===== src/vsru_pkg.sv =====
`timescale 1ns / 1ps
`default_nettype none
// ----------------------------------------------------------------------------
// vsru_pkg
// Shared types, codes, timing constants and scroll helpers of the video
// scroll register unit.
// ----------------------------------------------------------------------------
package vsru_pkg;

    // sprite store depth, a power of two from 64 to 256
    localparam int SPRITE_BYTES = 256;
    localparam int SPR_AW       = $clog2(SPRITE_BYTES);

    localparam int IN_TDATA_W  = 24;
    localparam int OUT_TDATA_W = 72;

    typedef logic [1:0] req_t;
    localparam req_t REQ_TICK  = 2'd0;
    localparam req_t REQ_READ  = 2'd1;
    localparam req_t REQ_WRITE = 2'd2;

    typedef logic [2:0] reg_idx_t;
    localparam reg_idx_t REG_CTRL   = 3'd0;
    localparam reg_idx_t REG_MASK   = 3'd1;
    localparam reg_idx_t REG_STATUS = 3'd2;
    localparam reg_idx_t REG_OAMADR = 3'd3;
    localparam reg_idx_t REG_OAMDAT = 3'd4;
    localparam reg_idx_t REG_SCROLL = 3'd5;
    localparam reg_idx_t REG_ADDR   = 3'd6;
    localparam reg_idx_t REG_DATA   = 3'd7;

    localparam logic [8:0] DOTS_PER_LINE = 9'd341;
    localparam logic [8:0] DOT_INC_Y     = 9'd256;
    localparam logic [8:0] DOT_COPY_X    = 9'd257;
    localparam logic [8:0] DOT_PREF_LO   = 9'd321;
    localparam logic [8:0] DOT_PREF_HI   = 9'd336;
    localparam logic [8:0] DOT_COPY_Y_LO = 9'd280;
    localparam logic [8:0] DOT_COPY_Y_HI = 9'd304;

    localparam logic signed [9:0] LINE_PRE     = -10'sd1;
    localparam logic signed [9:0] LINE_VISIBLE = 10'sd240;
    localparam logic signed [9:0] LINE_VBLANK  = 10'sd241;
    localparam logic signed [9:0] LINE_WRAP    = 10'sd261;

    localparam logic [13:0] PALETTE_BASE = 14'h3F00;
    localparam logic [2:0]  STATUS_RESET = 3'b101;
    localparam logic [4:0]  COARSE_MAX   = 5'd31;
    localparam logic [4:0]  COARSE_Y_END = 5'd29;
    localparam logic [2:0]  FINE_Y_MAX   = 3'd7;
    localparam logic [14:0] COPY_X_MASK  = 15'h041F;
    localparam logic [14:0] COPY_Y_MASK  = 15'h7BE0;

    typedef struct packed {
        logic        mem_sel;
        logic [7:0]  rd;
        logic        vw;
        logic [13:0] va;
        logic [7:0]  vwd;
        logic        nmi;
        logic        fdone;
        logic [9:0]  line;
        logic [8:0]  dot;
        logic [14:0] scroll;
    } result_t;

    function automatic logic [14:0] scroll_inc_x(input logic [14:0] s);
        logic [14:0] r;
        r = s;
        if (s[4:0] == COARSE_MAX)
        begin
            r[10] = ~s[10];
        end
        r[4:0] = s[4:0] + 5'd1;
        return r;
    endfunction

    function automatic logic [14:0] scroll_inc_y(input logic [14:0] s);
        logic [14:0] r;
        logic [4:0]  cy;
        r  = s;
        cy = s[9:5];
        if (s[14:12] != FINE_Y_MAX)
        begin
            r[14:12] = s[14:12] + 3'd1;
        end
        else
        begin
            r[14:12] = 3'd0;
            if (cy == COARSE_Y_END)
            begin
                cy    = 5'd0;
                r[11] = ~s[11];
            end
            else
            begin
                cy = cy + 5'd1;
            end
            r[9:5] = cy;
        end
        return r;
    endfunction

endpackage
`default_nettype wire


===== src/vsru_oam_ram.sv =====
`timescale 1ns / 1ps
`default_nettype none
// ----------------------------------------------------------------------------
// vsru_oam_ram
// Sprite attribute store: one write or one registered read per cycle.
// ----------------------------------------------------------------------------
module vsru_oam_ram (
    input  wire logic                      clk,
    input  wire logic                      we,
    input  wire logic                      re,
    input  wire logic [vsru_pkg::SPR_AW-1:0] addr,
    input  wire logic [7:0]                wdata,
    output logic      [7:0]                rdata
);
    import vsru_pkg::*;

    logic [7:0] mem [SPRITE_BYTES];
    logic [7:0] rdata_reg;

    always_ff @(posedge clk)
    begin
        if (we)
        begin
            mem[addr] <= wdata;
        end
        if (re)
        begin
            rdata_reg <= mem[addr];
        end
    end

    assign rdata = rdata_reg;

endmodule
`default_nettype wire


===== src/video_scroll_register_unit.sv =====
`timescale 1ns / 1ps
`default_nettype none
// ----------------------------------------------------------------------------
// video_scroll_register_unit
// Register file and scroll timing of a tile video unit.
//
// Input beats carry one request each: a dot tick, a register read or a
// register write (kind in s_tuser). Every beat yields exactly one output beat
// with the read byte, the video memory access, NMI and frame flags, and the
// dot, line and scroll address after the request.
// Each output beat is registered from its accepted input beat. Throughput is
// one beat per cycle while the receiver keeps up: all register state updates
// in the accept cycle, and the sprite store, a one-port memory with registered
// read, is read in that same cycle so its byte lands with the output register.
// When the receiver stalls the output register holds its beat and s_tready
// drops until it is taken; the beat is replaced in the cycle it is taken.
// Reset clears all state registers, sets the vblank and overflow status bits
// and puts the counters at line 0, dot 0. The sprite store is not cleared and
// no clearing pass runs; the block is ready in the first cycle after reset.
// ----------------------------------------------------------------------------
module video_scroll_register_unit (
    input  wire logic                             clk,
    input  wire logic                             rst_n,
    input  wire logic                             s_tvalid,
    output logic                                  s_tready,
    // reg_index[2:0], write_data[10:3], vram_byte[18:11], zero[23:19]
    input  wire logic [vsru_pkg::IN_TDATA_W-1:0]  s_tdata,
    // req_type[1:0]
    input  wire logic [1:0]                       s_tuser,
    output logic                                  m_tvalid,
    input  wire logic                             m_tready,
    // read_data[7:0], vram_write[8], vram_addr[22:9], vram_wdata[30:23],
    // nmi_pulse[31], frame_done[32], cur_line[42:33], cur_dot[51:43],
    // scroll_addr[66:52], zero[71:67]
    output logic      [vsru_pkg::OUT_TDATA_W-1:0] m_tdata
);
    import vsru_pkg::*;

    logic              accept;
    req_t              req;
    reg_idx_t          ridx;
    logic [7:0]        wd;
    logic [7:0]        vb;
    logic              ren;

    logic [7:0]        ctrl_reg,    ctrl_next;
    logic [7:0]        mask_reg,    mask_next;
    logic [2:0]        status_reg,  status_next;
    logic [14:0]       cur_reg,     cur_next;
    logic [14:0]       tmp_reg,     tmp_next;
    logic [2:0]        finex_reg,   finex_next;
    logic              toggle_reg,  toggle_next;
    logic [7:0]        rbuf_reg,    rbuf_next;
    logic [7:0]        saddr_reg,   saddr_next;
    logic [8:0]        dot_reg,     dot_next;
    logic signed [9:0] line_reg,    line_next;
    logic              odd_reg,     odd_next;
    logic              ovalid_reg,  ovalid_next;
    result_t           res_reg,     res_next;

    logic              oam_we;
    logic              oam_re;
    logic [7:0]        oam_rdata;
    logic [8:0]        dot_t;
    logic [8:0]        dot_inc;
    logic [14:0]       cur_t;

    assign req      = s_tuser;
    assign ridx     = s_tdata[2:0];
    assign wd       = s_tdata[10:3];
    assign vb       = s_tdata[18:11];
    assign s_tready = ~ovalid_reg | m_tready;
    assign accept   = s_tvalid & s_tready;
    assign ren      = mask_reg[3] | mask_reg[4];

    always_comb
    begin
        ctrl_next   = ctrl_reg;
        mask_next   = mask_reg;
        status_next = status_reg;
        cur_next    = cur_reg;
        tmp_next    = tmp_reg;
        finex_next  = finex_reg;
        toggle_next = toggle_reg;
        rbuf_next   = rbuf_reg;
        saddr_next  = saddr_reg;
        dot_next    = dot_reg;
        line_next   = line_reg;
        odd_next    = odd_reg;
        oam_we      = 1'b0;
        oam_re      = 1'b0;
        dot_t       = dot_reg;
        dot_inc     = 9'd0;
        cur_t       = cur_reg;
        res_next    = '0;

        unique case (req)
            REQ_TICK:
            begin
                if (line_reg >= LINE_PRE && line_reg < LINE_VISIBLE)
                begin
                    if (ren && odd_reg && dot_t == 9'd0 && line_reg == 10'sd0)
                    begin
                        dot_t = 9'd1;
                    end
                    if (dot_t == 9'd1 && line_reg == LINE_PRE)
                    begin
                        status_next = 3'b000;
                    end
                    if (ren && ((dot_t >= 9'd1 && dot_t <= DOT_COPY_X) ||
                                (dot_t >= DOT_PREF_LO && dot_t <= DOT_PREF_HI)))
                    begin
                        if (dot_t[2:0] == 3'd0)
                        begin
                            cur_t = scroll_inc_x(cur_t);
                        end
                        if (dot_t == DOT_INC_Y)
                        begin
                            cur_t = scroll_inc_y(cur_t);
                        end
                        if (dot_t == DOT_COPY_X)
                        begin
                            cur_t = (cur_t & ~COPY_X_MASK) | (tmp_reg & COPY_X_MASK);
                        end
                    end
                    if (ren && line_reg == LINE_PRE &&
                        dot_t >= DOT_COPY_Y_LO && dot_t <= DOT_COPY_Y_HI)
                    begin
                        cur_t = (cur_t & ~COPY_Y_MASK) | (tmp_reg & COPY_Y_MASK);
                    end
                end
                if (dot_t == 9'd1 && line_reg == LINE_VBLANK)
                begin
                    status_next[2] = 1'b1;
                    res_next.nmi   = ctrl_reg[7];
                end
                cur_next = cur_t;
                dot_inc  = dot_t + 9'd1;
                if (dot_inc >= DOTS_PER_LINE)
                begin
                    dot_next  = 9'd0;
                    line_next = line_reg + 10'sd1;
                    if (line_reg + 10'sd1 >= LINE_WRAP)
                    begin
                        line_next      = LINE_PRE;
                        res_next.fdone = 1'b1;
                        odd_next       = ~odd_reg;
                    end
                end
                else
                begin
                    dot_next = dot_inc;
                end
            end
            REQ_READ:
            begin
                unique case (ridx)
                    REG_STATUS:
                    begin
                        res_next.rd    = {status_reg, 5'b00000};
                        status_next[2] = 1'b0;
                        toggle_next    = 1'b0;
                    end
                    REG_OAMDAT:
                    begin
                        oam_re           = 1'b1;
                        res_next.mem_sel = 1'b1;
                    end
                    REG_DATA:
                    begin
                        res_next.va = cur_reg[13:0];
                        if (cur_reg[13:0] < PALETTE_BASE)
                        begin
                            res_next.rd = rbuf_reg;
                            rbuf_next   = vb;
                        end
                        else
                        begin
                            res_next.rd = vb;
                        end
                        cur_next = cur_reg + (ctrl_reg[2] ? 15'd32 : 15'd1);
                    end
                    default:
                    begin
                    end
                endcase
            end
            REQ_WRITE:
            begin
                unique case (ridx)
                    REG_CTRL:
                    begin
                        ctrl_next       = wd;
                        tmp_next[11:10] = wd[1:0];
                    end
                    REG_MASK:
                    begin
                        mask_next = wd;
                    end
                    REG_OAMADR:
                    begin
                        saddr_next = wd;
                    end
                    REG_OAMDAT:
                    begin
                        oam_we     = 1'b1;
                        saddr_next = saddr_reg + 8'd1;
                    end
                    REG_SCROLL:
                    begin
                        if (!toggle_reg)
                        begin
                            tmp_next[4:0] = wd[7:3];
                            finex_next    = wd[2:0];
                        end
                        else
                        begin
                            tmp_next[9:5]   = wd[7:3];
                            tmp_next[14:12] = wd[2:0];
                        end
                        toggle_next = ~toggle_reg;
                    end
                    REG_ADDR:
                    begin
                        if (!toggle_reg)
                        begin
                            tmp_next = {1'b0, wd[5:0], tmp_reg[7:0]};
                        end
                        else
                        begin
                            tmp_next = {tmp_reg[14:8], wd};
                            cur_next = {tmp_reg[14:8], wd};
                        end
                        toggle_next = ~toggle_reg;
                    end
                    REG_DATA:
                    begin
                        res_next.vw  = 1'b1;
                        res_next.va  = cur_reg[13:0];
                        res_next.vwd = wd;
                        cur_next     = cur_reg + (ctrl_reg[2] ? 15'd32 : 15'd1);
                    end
                    default:
                    begin
                    end
                endcase
            end
            default:
            begin
            end
        endcase

        res_next.line   = line_next;
        res_next.dot    = dot_next;
        res_next.scroll = cur_next;

        ovalid_next = ovalid_reg & ~m_tready;
        if (accept)
        begin
            ovalid_next = 1'b1;
        end
    end

    always_ff @(posedge clk or negedge rst_n)
    begin
        if (!rst_n)
        begin
            ctrl_reg   <= 8'd0;
            mask_reg   <= 8'd0;
            status_reg <= STATUS_RESET;
            cur_reg    <= 15'd0;
            tmp_reg    <= 15'd0;
            finex_reg  <= 3'd0;
            toggle_reg <= 1'b0;
            rbuf_reg   <= 8'd0;
            saddr_reg  <= 8'd0;
            dot_reg    <= 9'd0;
            line_reg   <= 10'sd0;
            odd_reg    <= 1'b0;
            ovalid_reg <= 1'b0;
        end
        else
        begin
            ovalid_reg <= ovalid_next;
            if (accept)
            begin
                ctrl_reg   <= ctrl_next;
                mask_reg   <= mask_next;
                status_reg <= status_next;
                cur_reg    <= cur_next;
                tmp_reg    <= tmp_next;
                finex_reg  <= finex_next;
                toggle_reg <= toggle_next;
                rbuf_reg   <= rbuf_next;
                saddr_reg  <= saddr_next;
                dot_reg    <= dot_next;
                line_reg   <= line_next;
                odd_reg    <= odd_next;
            end
        end
    end

    always_ff @(posedge clk)
    begin
        if (accept)
        begin
            res_reg <= res_next;
        end
    end

    vsru_oam_ram u_oam (
        .clk   (clk),
        .we    (oam_we & accept),
        .re    (oam_re & accept),
        .addr  (saddr_reg[SPR_AW-1:0]),
        .wdata (wd),
        .rdata (oam_rdata)
    );

    assign m_tvalid = ovalid_reg;
    assign m_tdata  = {5'd0, res_reg.scroll, res_reg.dot, res_reg.line,
                       res_reg.fdone, res_reg.nmi, res_reg.vwd, res_reg.va,
                       res_reg.vw, (res_reg.mem_sel ? oam_rdata : res_reg.rd)};

    // fine X is kept for the pixel pipeline, which is outside this block
    logic unused_finex;
    assign unused_finex = ^finex_reg;

endmodule
`default_nettype wire


===== config.mk =====
export PLATFORM = sky130hd
export DESIGN_NAME = video_scroll_register_unit
export DESIGN_NICKNAME = d
export VERILOG_FILES = /design/src/vsru_pkg.sv /design/src/vsru_oam_ram.sv /design/src/video_scroll_register_unit.sv
export SDC_FILE = /design/constraint.sdc
export NUM_CORES = 2
export LEC_CHECK = 0
export ABC_CLOCK_PERIOD_IN_PS = 11400
export BUFFER_PORTS_ARGS = -buffer_cell sky130_fd_sc_hd__buf_4
export CAP_MARGIN = 15
export CORE_MARGIN = 3
export CORE_UTILIZATION = 40
export CTS_CLUSTER_DIAMETER = 100
export DETAILED_ROUTE_END_ITERATION = 8
export PLACE_DENSITY = 0.56
export SLEW_MARGIN = 30
export SYNTH_ARGS = -nofsm -noshare
export SYNTH_HDL_FRONTEND = slang
export SYNTH_SLANG_ARGS = --single-unit

===== constraint.sdc =====
create_clock -name clk -period 11.4 [get_ports clk]
set_input_delay 1.14 -clock clk [delete_from_list [all_inputs] [get_ports clk]]
set_output_delay 1.14 -clock clk [all_outputs]
set_load 0.02 [all_outputs]

==> reports/results.tsv <==
stage	metric	value	unit
clock_tree	total CTS buffers	219	
routing	number of vias after detailed routing	45239	
pwr	PwrDens	204.0	mW/mm^2
clock_tree	Clock Pin Slew Worst Setup and Hold Paths	60	ps
worst_setup_path	critical path required time	11950	ps
final_layout	share of cells above drive strength 1	23.28	%
worst_setup_path	critical register-to-register path startpoint	saddr_reg[0]	
routing	Initial DRT Pass Iterations	8	
global_routing	initial antenna violation count	11	
clock_tree	buffer depth of the longest clock path	3	
final_layout	Post-Layout Cell Count	7769	
worst_setup_path	class of the most critical setup path	reg -> reg	
worst_setup_path	CP cell instances	buf_12, buf_4, mux4_2, mux2i_1, o32ai_1, a311oi_1, nand3_1, or4_1	
synth	library cell occupying the most area in the post-synthesis netlist	sky130_fd_sc_hd__edfxtp_1	
routing	drt wl/cell	30.45	um
timing	final setup violation count	0	
synth	number of storage elements in the synthesis netlist	2198	
timing	crit share post-route	47.23	%
timing	RSZ-0062 raised after global routing	false	
timing	Final Hold Vio Count	0	
die	Rows	172	
routing	residual DRC count	0	
worst_setup_path	Arrival @ worst endpoint	5930	ps
die	number of ports placed on the die boundary	104	
die	floorplan die area	0.2272	mm^2
worst_setup_path	number of buffers and inverters on the critical path	2	
outcome	result of the run	complete, no violations	
worst_hold_path	Hold Crit Class	in -> async	
placed_design	Placer Congestion	0.8746	
placed_design	placed cell count	7355	
synth	post-synthesis cell type count	84	
die	Starting Density	40.29	%
worst_setup_path	register-to-register setup slack	6020	ps
clock_tree	Resized cells post-CTS	0	
worst_setup_path	number of cell instances on the worst register-to-register path	8	
clock_tree	number of sinks handled by clock tree synthesis	2198	
final_layout	filler instances	18778	
worst_setup_path	Worst setup SP type	register	
synth	Synth Warn #	0	
timing	worst slew slack as a fraction of its limit	30.01	%
timing	summed negative setup slack over all endpoints	0	ps
final_layout	flip-flop count of the largest register after layout	2048	
worst_setup_path	cell at the slowest stage of the critical path	sky130_fd_sc_hd__dfrtp_4	
worst_setup_path	family with the most delay on the worst path	buffers and inverters	
synth	synthesized area per cell	19.47	um^2
synth	Async S/R FF share, synth	3.367	%
worst_setup_path	Largest stage delay, worst path	880	ps
timing	Max Clk Rate	185.7	MHz
synth	cells taking the most area after synthesis	sky130_fd_sc_hd__edfxtp_1 (72%), sky130_fd_sc_hd__mux4_2 (14%), sky130_fd_sc_hd__dfrtp_1 (2.0%)	
global_routing	sum of overflow across all layers after global routing	0	
final_layout	Biggest register	u_oam.mem	
synth	cell count after synthesis	4552	
routing	count of routing violations after the opening detailed-route iteration	5498	
routing	Routed WL	236600	um
global_routing	largest net degree at the start of global routing	161	
synth	most instantiated flip-flop cell in the synthesis netlist	sky130_fd_sc_hd__edfxtp_1	
final_layout	commonest cells after routing, fill and taps aside	sky130_fd_sc_hd__edfxtp_1 (2124), sky130_fd_sc_hd__mux4_2 (556), sky130_fd_sc_hd__nor2_1 (347), sky130_fd_sc_hd__clkbuf_16 (222), sky130_fd_sc_hd__nand2_1 (169)	
placed_design	IO Port Bufs	93	
job	count of max-cap constraint violations	0	
clock_tree	H-tree depth	4	
timing	max-slew violations	0	
routing	vias per std cell	5.823	
final_layout	final net count	4672	
die	die outline width	476.7	um
final_layout	P&R area growth vs syn	12.01	%
clock_tree	clock root buffer master	sky130_fd_sc_hd__clkbuf_16	
placed_design	DP Wirelength	142700	um
timing	clock period minus worst slack	5384	ps
timing	pin slew with the least headroom to its limit	1021	ps
final_layout	most common cell after layout, fill and taps aside	sky130_fd_sc_hd__edfxtp_1	
synth	part of the Yosys area used for sequential elements	74.07	%
routing	remaining antenna violation count	0	
worst_setup_path	category of the worst setup path capture point	register	
global_routing	via count of the first global-routing pass	44928	
worst_setup_path	worst r2r dst	u_oam.rdata[5]	
clock_tree	later-pin clock latency in the skew report	850	ps
timing	Worst Clk Skew	30.41	ps
global_routing	overall routing resource usage	20.57	%
pwr	IR Drop Worst-Case VDD	0.1352	mV
pwr	Lkg Pwr	31.05	nW
die	die outline height	476.7	um
synth	summed instance area of the synthesized netlist	0.08861	mm^2
die	core box area	0.2199	mm^2
clock_tree	post-CTS repair timing setup buffer count	0	
synth	EDFF count, synth	2124	
clock_tree	CTS tree	built	
global_routing	global-route wire length before repair	338200	um
worst_setup_path	critical path fanouts, max	87	
clock_tree	hold-fix buffer count after cts	0	
synth	area share of the largest cell type after synthesis	71.98	%
-- worst reg2reg max path: stages (launching register included) --
cell                       delay [ps]
sky130_fd_sc_hd__dfrtp_4          880
sky130_fd_sc_hd__buf_12           620
sky130_fd_sc_hd__buf_4            850
sky130_fd_sc_hd__mux4_2           620
sky130_fd_sc_hd__mux2i_1          600
sky130_fd_sc_hd__o32ai_1          200
sky130_fd_sc_hd__a311oi_1         530
sky130_fd_sc_hd__nand3_1          130
sky130_fd_sc_hd__or4_1            650
-- cells by family after synthesis --
group | synth area share [%]
flip-flops | 74.07
AND/OR/NAND/NOR | 3.949
multiplexers | 15.53
AO/OA/AOI/OAI | 3.702
buffers and inverters | 2.220
adder cells (fa/ha/maj) | 0.3361
XOR/XNOR | 0.1878
other | 0.004232
-- synth_stat cells (12+ instances only) --
cell	count
sky130_fd_sc_hd__o22ai_1	35
sky130_fd_sc_hd__a22o_1	16
sky130_fd_sc_hd__nor2_1	356
sky130_fd_sc_hd__nand2_1	173
sky130_fd_sc_hd__mux2_2	28
sky130_fd_sc_hd__xnor2_1	14
sky130_fd_sc_hd__o21ai_0	57
sky130_fd_sc_hd__a22oi_1	94
sky130_fd_sc_hd__a31oi_1	26
sky130_fd_sc_hd__and3_1	31
sky130_fd_sc_hd__nand4_1	14
sky130_fd_sc_hd__and2_1	28
sky130_fd_sc_hd__nor4_1	22
sky130_fd_sc_hd__nand2b_1	13
sky130_fd_sc_hd__o32ai_1	16
sky130_fd_sc_hd__mux2i_1	87
sky130_fd_sc_hd__buf_6	15
sky130_fd_sc_hd__edfxtp_1	2124
sky130_fd_sc_hd__nand3_1	49
sky130_fd_sc_hd__ha_1	23
sky130_fd_sc_hd__inv_1	26
sky130_fd_sc_hd__buf_2	53
sky130_fd_sc_hd__buf_1	22
sky130_fd_sc_hd__nor2b_1	14
sky130_fd_sc_hd__a21oi_1	109
sky130_fd_sc_hd__or3_1	12
sky130_fd_sc_hd__a211oi_1	17
sky130_fd_sc_hd__clkbuf_1	165
sky130_fd_sc_hd__nor3_1	32
sky130_fd_sc_hd__dfrtp_1	72
sky130_fd_sc_hd__buf_4	92
sky130_fd_sc_hd__mux4_2	556
-- final cells by class --
type,instances,area (um^2),area share [%]
Antenna cell,5,12.51,0.01261
Clock buffer,285,5792,5.835
Clock inverter,123,1212,1.222
Inverter,30,121.4,0.1223
Multi-Input combinational cell,1979,21160,21.32
Sequential cell,2198,65650,66.14
Tap cell,2958,3701,3.729
Timing Repair Buffer,191,1612,1.624
-- where the power goes --
part	internal [mW]	switching [mW]	leakage [nW]	total (mW)
clock	3.98	3.08	3.39	7.06
sequential	8.95	0.186	20.1	9.14
combinational	1.61	2.45	7.61	4.06
-- routing by layer --
metal | up-vias | track usage (%) | routed length [um] | share of wire, %
met5 | - | 0 | 13 | 0.0055
met4 | 2 | 5.805 | 6884 | 2.9
met3 | 346 | 3.727 | 18310 | 7.7
met2 | 1908 | 31.86 | 110700 | 47
met1 | 24176 | 29.98 | 100600 | 43
li1 | 18807 | - | - | -
-- stage by stage --
stage / setup WS, ps / hold slack (ps) / total power, mW / area (um^2) / utilization [%]
floorplan: 6676 / 437.5 / 11.81 / 88630 / -
global placement: 5983 / 458.4 / 13.35 / 92130 / 41.89
detailed placement: 5975 / 473.3 / 13.37 / 92160 / 41.90
CTS: 5977 / 209.5 / 20.39 / 99170 / 45.09
global route: 5720 / 264.9 / 20.92 / 99250 / 45.12
finish: 6016 / 254.9 / 20.25 / 99260 / 45.13
-- worst max-delay path by stage --
stage / startpoint / endpoint / slack (ps) / cells past startpoint
CTS: saddr_reg[0] / u_oam.rdata[5] / 5980 / 8
floorplan: m_tready / cur_reg[13] / 6680 / 7
global placement: saddr_reg[0] / u_oam.rdata[5] / 5980 / 8
detailed placement: saddr_reg[0] / u_oam.rdata[5] / 5980 / 8
finish: saddr_reg[0] / u_oam.rdata[5] / 6020 / 8
global route: saddr_reg[0] / u_oam.rdata[5] / 5720 / 8
Power figures use the tool's default switching activity.
